**src/sv/utf8v_pkg.sv**
```systemverilog
// shared types and byte constants for the utf8 stream validator
// no dependencies
package utf8v_pkg;

    localparam int MAX_LEN_DEFAULT = 65536;
    localparam int POS_W           = 16;

    typedef logic [7:0]       t_byte;
    typedef logic [1:0]       t_pending;
    typedef logic [POS_W-1:0] t_pos;

    // lead and continuation bytes with special meaning
    localparam t_byte C_BYTE_NUL      = 8'h00;
    localparam t_byte C_LEAD_E0       = 8'he0;
    localparam t_byte C_LEAD_ED       = 8'hed;
    localparam t_byte C_LEAD_EF       = 8'hef;
    localparam t_byte C_LEAD_F0       = 8'hf0;
    localparam t_byte C_LEAD_F4       = 8'hf4;
    localparam t_byte C_CONT_LO       = 8'h80;
    localparam t_byte C_CONT_HI       = 8'hbf;
    localparam t_byte C_OVERLONG2_LO  = 8'hc0;
    localparam t_byte C_OVERLONG2_HI  = 8'hc1;
    localparam t_byte C_LEAD_BAD_LO   = 8'hf5;
    localparam t_byte C_LEAD_BAD_HI   = 8'hff;
    localparam t_byte C_CONT_F4_MAX   = 8'h8f;
    localparam t_byte C_NONCHAR_LO    = 8'hbe;

    typedef struct packed {
        t_pending pending;
        t_byte    lead;
        t_byte    second;
        t_pos     pos;
        t_pos     seq_start;
        logic     err;
        t_pos     err_pos;
        logic     ended;
    } t_scan_state;

endpackage

```
**src/sv/utf8v_if.sv**
```systemverilog
// request and result channel interfaces for the utf8 stream validator
// depends on utf8v_pkg
interface utf8v_req_if
    import utf8v_pkg::*;
();
    logic  valid;
    logic  ready;
    t_byte data_byte;
    logic  frame_last;

    modport source (output valid, output data_byte, output frame_last, input ready);
    modport sink   (input valid, input data_byte, input frame_last, output ready);
endinterface

interface utf8v_res_if
    import utf8v_pkg::*;
();
    logic valid;
    logic ready;
    logic is_valid;
    t_pos bad_offset;

    modport source (output valid, output is_valid, output bad_offset, input ready);
    modport sink   (input valid, input is_valid, input bad_offset, output ready);
endinterface

```
**src/sv/utf8_stream_validator.sv**
```systemverilog
// UTF-8 validator: one byte per request, a result on each request with frame_last set.
// The path from request to result is an input register, then a result register;
// a request is taken every cycle while results drain, and only a last-byte request waits
// on a full result register. Offsets count every byte of the frame and saturate at the
// smaller of MAX_LEN-1 and 65535. A zero byte ends the string; later bytes are ignored.
// Depends on utf8v_pkg and utf8v_if.
module utf8_stream_validator
    import utf8v_pkg::*;
#(
    parameter int MAX_LEN = MAX_LEN_DEFAULT
) (
    input  logic         i_clk,
    input  logic         i_rst_n,
    utf8v_req_if.sink    i_req,
    utf8v_res_if.source  o_res
);

    localparam int   POS_MAX   = (1 << POS_W) - 1;
    localparam t_pos POS_LIMIT = t_pos'(((MAX_LEN - 1) > POS_MAX) ? POS_MAX : (MAX_LEN - 1));

    logic        r_s1_valid;
    t_byte       r_s1_byte;
    logic        r_s1_last;
    t_scan_state r_st;
    t_scan_state n_st;
    logic        r_out_valid;
    logic        r_out_is_valid;
    t_pos        r_out_off;
    logic        n_out_is_valid;
    t_pos        n_out_off;

    logic        s1_fire;
    logic        three;
    logic        bad;

    // last-byte requests need a free result slot
    assign s1_fire     = r_s1_valid && (!r_s1_last || !r_out_valid || o_res.ready);
    assign i_req.ready = !r_s1_valid || s1_fire;

    always_comb begin
        n_st           = r_st;
        three          = (r_st.lead[7:4] == 4'he);
        bad            = 1'b0;
        n_out_is_valid = 1'b1;
        n_out_off      = '0;

        if (!r_st.err && !r_st.ended) begin
            if (r_st.pending == 2'd0) begin
                n_st.seq_start = r_st.pos;
                n_st.lead      = r_s1_byte;
                if (r_s1_byte == C_BYTE_NUL) begin
                    n_st.ended = 1'b1;
                end else if (!r_s1_byte[7]) begin
                    n_st.pending = 2'd0;
                end else if (r_s1_byte inside {[C_CONT_LO:C_CONT_HI],
                                               [C_OVERLONG2_LO:C_OVERLONG2_HI],
                                               [C_LEAD_BAD_LO:C_LEAD_BAD_HI]}) begin
                    n_st.err     = 1'b1;
                    n_st.err_pos = r_st.pos;
                    n_st.pending = 2'd0;
                end else if (r_s1_byte[7:5] == 3'b110) begin
                    n_st.pending = 2'd1;
                end else if (r_s1_byte[7:4] == 4'he) begin
                    n_st.pending = 2'd2;
                end else begin
                    n_st.pending = 2'd3;
                end
            end else begin
                if (r_s1_byte == C_BYTE_NUL) begin
                    n_st.ended = 1'b1;
                    bad        = 1'b1;
                end else if (r_s1_byte[7:6] != 2'b10) begin
                    bad = 1'b1;
                end else if (three && r_st.pending == 2'd2) begin
                    n_st.second = r_s1_byte;
                    bad = (r_st.lead == C_LEAD_E0 && r_s1_byte[7:5] == 3'b100)
                       || (r_st.lead == C_LEAD_ED && r_s1_byte[7:5] == 3'b101);
                end else if (three && r_st.pending == 2'd1) begin
                    // U+FFFE and U+FFFF
                    bad = r_st.lead == C_LEAD_EF && r_st.second == C_CONT_HI
                       && r_s1_byte[7:1] == C_NONCHAR_LO[7:1];
                end else if (r_st.pending == 2'd3) begin
                    n_st.second = r_s1_byte;
                    bad = (r_st.lead == C_LEAD_F0 && r_s1_byte[7:4] == 4'h8)
                       || (r_st.lead == C_LEAD_F4 && r_s1_byte > C_CONT_F4_MAX);
                end
                if (bad) begin
                    n_st.err     = 1'b1;
                    n_st.err_pos = r_st.seq_start;
                    n_st.pending = 2'd0;
                end else begin
                    n_st.pending = r_st.pending - 2'd1;
                end
            end
        end

        if (r_st.pos < POS_LIMIT) begin
            n_st.pos = r_st.pos + t_pos'(1);
        end

        if (r_s1_last) begin
            // frame ended inside a sequence
            if (!n_st.err && n_st.pending != 2'd0) begin
                n_st.err     = 1'b1;
                n_st.err_pos = n_st.seq_start;
            end
            n_out_is_valid = !n_st.err;
            n_out_off      = n_st.err ? n_st.err_pos : '0;
            n_st           = '0;
        end
    end

    always_ff @(posedge i_clk) begin
        if (!i_rst_n) begin
            r_s1_valid  <= 1'b0;
            r_st        <= '0;
            r_out_valid <= 1'b0;
        end else begin
            if (i_req.ready) begin
                r_s1_valid <= i_req.valid;
            end
            if (s1_fire) begin
                r_st <= n_st;
            end
            if (s1_fire && r_s1_last) begin
                r_out_valid <= 1'b1;
            end else if (o_res.ready) begin
                r_out_valid <= 1'b0;
            end
        end
    end

    always_ff @(posedge i_clk) begin
        if (i_req.valid && i_req.ready) begin
            r_s1_byte <= i_req.data_byte;
            r_s1_last <= i_req.frame_last;
        end
        if (s1_fire && r_s1_last) begin
            r_out_is_valid <= n_out_is_valid;
            r_out_off      <= n_out_off;
        end
    end

    assign o_res.valid      = r_out_valid;
    assign o_res.is_valid   = r_out_is_valid;
    assign o_res.bad_offset = r_out_off;

endmodule

```
**src/flat_wrapper.sv**
```systemverilog
// flat-port wrapper written by rule: the top's interface ports become plain ports
module utf8_stream_validator_flat import utf8v_pkg::*;
#(
    parameter int MAX_LEN = MAX_LEN_DEFAULT
)
  (i_clk, i_rst_n, i_req_valid, i_req_data_byte, i_req_frame_last, i_req_ready, o_res_valid, o_res_is_valid, o_res_bad_offset, o_res_ready);
  utf8v_req_if i_req_i ();
  utf8v_res_if o_res_i ();
  input  logic i_clk;
  input  logic i_rst_n;
  input wire logic [$bits(i_req_i.valid)-1:0] i_req_valid;
  input wire logic [$bits(i_req_i.data_byte)-1:0] i_req_data_byte;
  input wire logic [$bits(i_req_i.frame_last)-1:0] i_req_frame_last;
  output wire logic [$bits(i_req_i.ready)-1:0] i_req_ready;
  output wire logic [$bits(o_res_i.valid)-1:0] o_res_valid;
  output wire logic [$bits(o_res_i.is_valid)-1:0] o_res_is_valid;
  output wire logic [$bits(o_res_i.bad_offset)-1:0] o_res_bad_offset;
  input wire logic [$bits(o_res_i.ready)-1:0] o_res_ready;
  assign i_req_i.valid = i_req_valid;
  assign i_req_i.data_byte = i_req_data_byte;
  assign i_req_i.frame_last = i_req_frame_last;
  assign i_req_ready = i_req_i.ready;
  assign o_res_valid = o_res_i.valid;
  assign o_res_is_valid = o_res_i.is_valid;
  assign o_res_bad_offset = o_res_i.bad_offset;
  assign o_res_i.ready = o_res_ready;
  utf8_stream_validator #(.MAX_LEN(MAX_LEN)) u_core (.i_clk(i_clk), .i_rst_n(i_rst_n), .i_req(i_req_i), .o_res(o_res_i));
endmodule
```
**config.mk**
```make
export PLATFORM = sky130hd
export DESIGN_NAME = utf8_stream_validator_flat
export DESIGN_NICKNAME = d
export VERILOG_FILES = /design/src/sv/utf8v_pkg.sv /design/src/sv/utf8v_if.sv /design/src/sv/utf8_stream_validator.sv /design/src/flat_wrapper.sv
export SDC_FILE = /design/constraint.sdc
export NUM_CORES = 1
export LEC_CHECK = 0
export BUFFER_PORTS_ARGS = -buffer_cell sky130_fd_sc_hd__buf_2
export CAP_MARGIN = 30
export CELL_PAD_IN_SITES_DETAIL_PLACEMENT = 1
export CELL_PAD_IN_SITES_GLOBAL_PLACEMENT = 2
export CORE_MARGIN = 2
export CORE_UTILIZATION = 38
export CTS_CLUSTER_SIZE = 30
export DETAILED_ROUTE_END_ITERATION = 16
export PLACE_DENSITY = 0.79
export SLEW_MARGIN = 10
export SYNTH_ARGS = -nofsm -noshare
export SYNTH_HDL_FRONTEND = slang
export SYNTH_SLANG_ARGS = --single-unit
```
**constraint.sdc**
```tcl
create_clock -name i_clk -period 3.3 [get_ports i_clk]
set_input_delay 0.33 -clock i_clk [delete_from_list [all_inputs] [get_ports i_clk]]
set_output_delay 0.33 -clock i_clk [all_outputs]
set_load 0.02 [all_outputs]
```
==> results by group <==
Timing
  – Tmin final: 3.01 ns
  – Pins Over Slew Limit: 0
  – Final worst-path cycle share: 91.3%
  – Final setup vio count: 0
  – Slew @ Worst Pin: 0.865 ns
  – RSZ-0062 raised after global routing: no
  – Clock Skew: 0.00998 ns
  – Hold Violations, Final: 0
  – Max Freq: 332 MHz
  – Slew headroom: 41.9%
  – Fin Setup TNS: 0 ns

Global routing
  – Largest net degree at the start of global routing: 56
  – First-pass GRT wire length: 24600 um
  – Number of global-route vias before repair: 4450
  – Initial antenna violation count: 0
  – GR Overflow Total: 0
  – Tot GR Track Use: 22.2%

Worst hold path
  – Hold Path Class: input port to register

Synthesis
  – Flops & latches, synth: 96
  – Post-synth EDFFs: 26
  – Complex-gate fraction of the synthesized area: 23.1%
  – Top post-synthesis cells by area: dfxtp_1, edfxtp_1, nand2_1, o211ai_1, and2_1
  – Synth area leader: dfxtp_1
  – Synthesized area per cell: 9.09 sq um
  – Area share of the largest cell type after synthesis: 27.7%
  – Distinct cell type count of the synthesized netlist: 58
  – Dominant combinational cell family by area after synthesis: compound AO/OA/AOI/OAI gates
  – Mux cell area share after synthesis: 1.58%
  – Ys Warns: 0
  – Mapped Nets: 575
  – Gate Count Post-Synth: 557
  – Synth Area in Simple Gates: 23.1%
  – Top FF cell, synth: dfxtp_1
  – XOR/XNOR Fraction of Synth Area: 2.25%
  – Syn Std Cell Area: 5060 sq um
  – Post-synthesis sequential area ratio: 43.1%
  – Ys async rst share: 0%
  – Synth Area in Adders: 1.24%

Clocking
  – CTS sink cnt: 96
  – CTS resizes: 0
  – H-tree levels: 3
  – CTS max path bufs: 2
  – TritonCTS clock tree: yes
  – Root buf cell: clkbuf_16
  – Post-CTS Setup Bufs: 0
  – CTS buffer count: 9
  – Skew-Pair Late Insertion Delay: 0.35 ns
  – # hold bufs at CTS: 0
  – Clk pin slew, worst setup/hold paths: 0.06 ns

Placed design
  – Final HPWL DP: 10300 um
  – GPL Wtd Cong: 0.859
  – I/O Buffers: 31
  – Post-Place Cell Area: 5380 sq um

Finish
  – Nets: 593
  – Commonest cells after routing, fill and taps aside: nand2_1, dfxtp_1, o211ai_1
  – Commonest non-fill, non-tap cell in the layout: nand2_1
  – Layout cell share with drive strength beyond 1: 14.1%
  – Sequential cell area: 2180 sq um
  – Multi-input logic area: 2600 sq um
  – N_diodes: 0
  – Post-Layout Inst Area: 5680 sq um
  – Fill count: 1541
  – Synth-to-Final Area Change: 12.2%

Drt
  – Via-to-Cell Ratio: 5.68
  – Routed length on met1: 7000 um
  – DRT iter0 DRCs: 295
  – WL met2: 7290 um
  – Wire length on met3: 536 um
  – Drt total wl: 15100 um
  – Wire per inst: 20.0 um
  – Final ANT Viol Nets: 0
  – Highest routed layer: met4
  – Via count: 4297
  – Number of remaining DRC errors: 0
  – First drt pass iteration count: 5

Floorplan
  – Die area: 14300 sq um
  – # rows: 42
  – IO Pins: 32
  – Initial Util: 38.5%
  – Area of the core: 13100 sq um
  – Die W: 119 um
  – Die Y: 119 um

Pwr
  – Pwr Density: 450 nW/um^2
  – VDD IR max: 0.245 mV
  – Power Total: 2.55 mW
  – Leakage power: 2.20 nW

Critical path
  – Setup crit start: u_core.r_s1_byte[5]
  – Capture point of the critical path: u_core.o_res.bad_offset[11]
  – FF-to-FF path depth: 7
  – Arrival time at the worst endpoint: 3.12 ns
  – Setup CP Type: register to register
  – Reg2reg end: u_core.o_res.bad_offset[11]
  – Worst R2R Setup Slack: 0.29 ns
  – FF-to-FF Start: u_core.r_s1_byte[5]
  – Crit. End Element: register
  – CP required: 3.40 ns
  – CP Launch Type: register
  – Maximum fanout along the worst path: 18

Run
  – Max Cap Violations: 0

Status
  – Status: finished, final reports clean
cell usage after synthesis (4+ instances only):
master and number:
nand2_1 95, a21boi_0 11, ha_1 5, o211ai_1 32, dfxtp_1 70, o211a_1 13, edfxtp_1 26, nor2b_1 25
inv_1 25, o221ai_2 8, nor2_1 25, and3_1 5, xor2_1 10, and4_1 7, and2_1 25, mux2i_1 8
nand3_1 8, a21oi_1 8, clkbuf_1 29, nand2b_1 4, nor3_1 7, nand4_1 6, o21ai_0 10, buf_2 4
o221ai_1 7, o22ai_1 15, nand3b_1 7, a22oi_1 18
flip-flops by register name, summed over array words and instances (netlist names):
register,count
u_core.r_st,68
u_core.o_res.bad_offset,16
u_core.r_s1_byte,8
u_core.o_res.is_valid,1
u_core.o_res.valid,1
u_core.r_s1_last,1
u_core.r_s1_valid,1
layer usage:
layer  up-vias  track usage [%]
li1       2046                -
met1      2148             30.1
met2        82             36.5
met3        21             2.78
met4         0             7.57
met5         -                0
worst min path at each step:
stage / from / end / slack [ns] / cells past startpoint
floorplan: u_core.r_st[57] / u_core.r_st[57] / 0.42 / 2
global placement: u_core.r_st[57] / u_core.r_st[57] / 0.44 / 2
detailed placement: u_core.r_st[57] / u_core.r_st[57] / 0.45 / 2
CTS: i_req_data_byte[6] / u_core.r_s1_byte[6] / 0.14 / 1
finish: i_req_data_byte[3] / u_core.r_s1_byte[3] / 0.16 / 1
global route: i_req_data_byte[6] / u_core.r_s1_byte[6] / 0.15 / 1
worst max-delay path, stage by stage (launching register included):
cell and delay [ns]:
edfxtp_1 0.50, or2_4 0.31, nor4bb_1 0.45, a21oi_1 0.19
o21bai_1 0.34, o211ai_2 0.40, buf_4 0.33, o211a_1 0.24
where the power goes:
group          switching (mW)  internal [mW]  total, mW
registers              0.0229           1.23       1.26
clock network           0.454          0.598       1.05
logic                   0.161         0.0847      0.246
total                   0.638           1.92       2.55
cell families (layout without fill, tap and decap cells):
family	after synthesis	after routing
DFF	96	96
and+or+nand+nor	229	229
buffers and inverters	65	88
xor gates and xnor gates	13	13
muxes	8	8
adders and majority gates	5	5
AOI/OAI and AO/OA	141	141
cell type report:
class,count,area share (%)
multi-input combinational,396,45.8
sequential,96,38.4
clock buffer,15,5.07
timing repair buffer,47,5.07
tap,176,3.88
inverter,25,1.65
clock inverter,1,0.154
metrics by stage:
stage | hold WS [ns] | cells | util [%] | setup WS, ns
2_1_floorplan | 0.421 | 557 | - | 0.817
3_3_place_gp | 0.439 | 740 | 41.0 | 0.421
3_5_place_dp | 0.447 | 740 | 41.0 | 0.243
4_1_cts | 0.145 | 756 | 43.2 | 0.262
5_1_grt | 0.146 | 756 | 43.2 | 0.0713
6_report | 0.159 | 756 | 43.2 | 0.286
No activity file was read; power rests on OpenSTA's default activity.
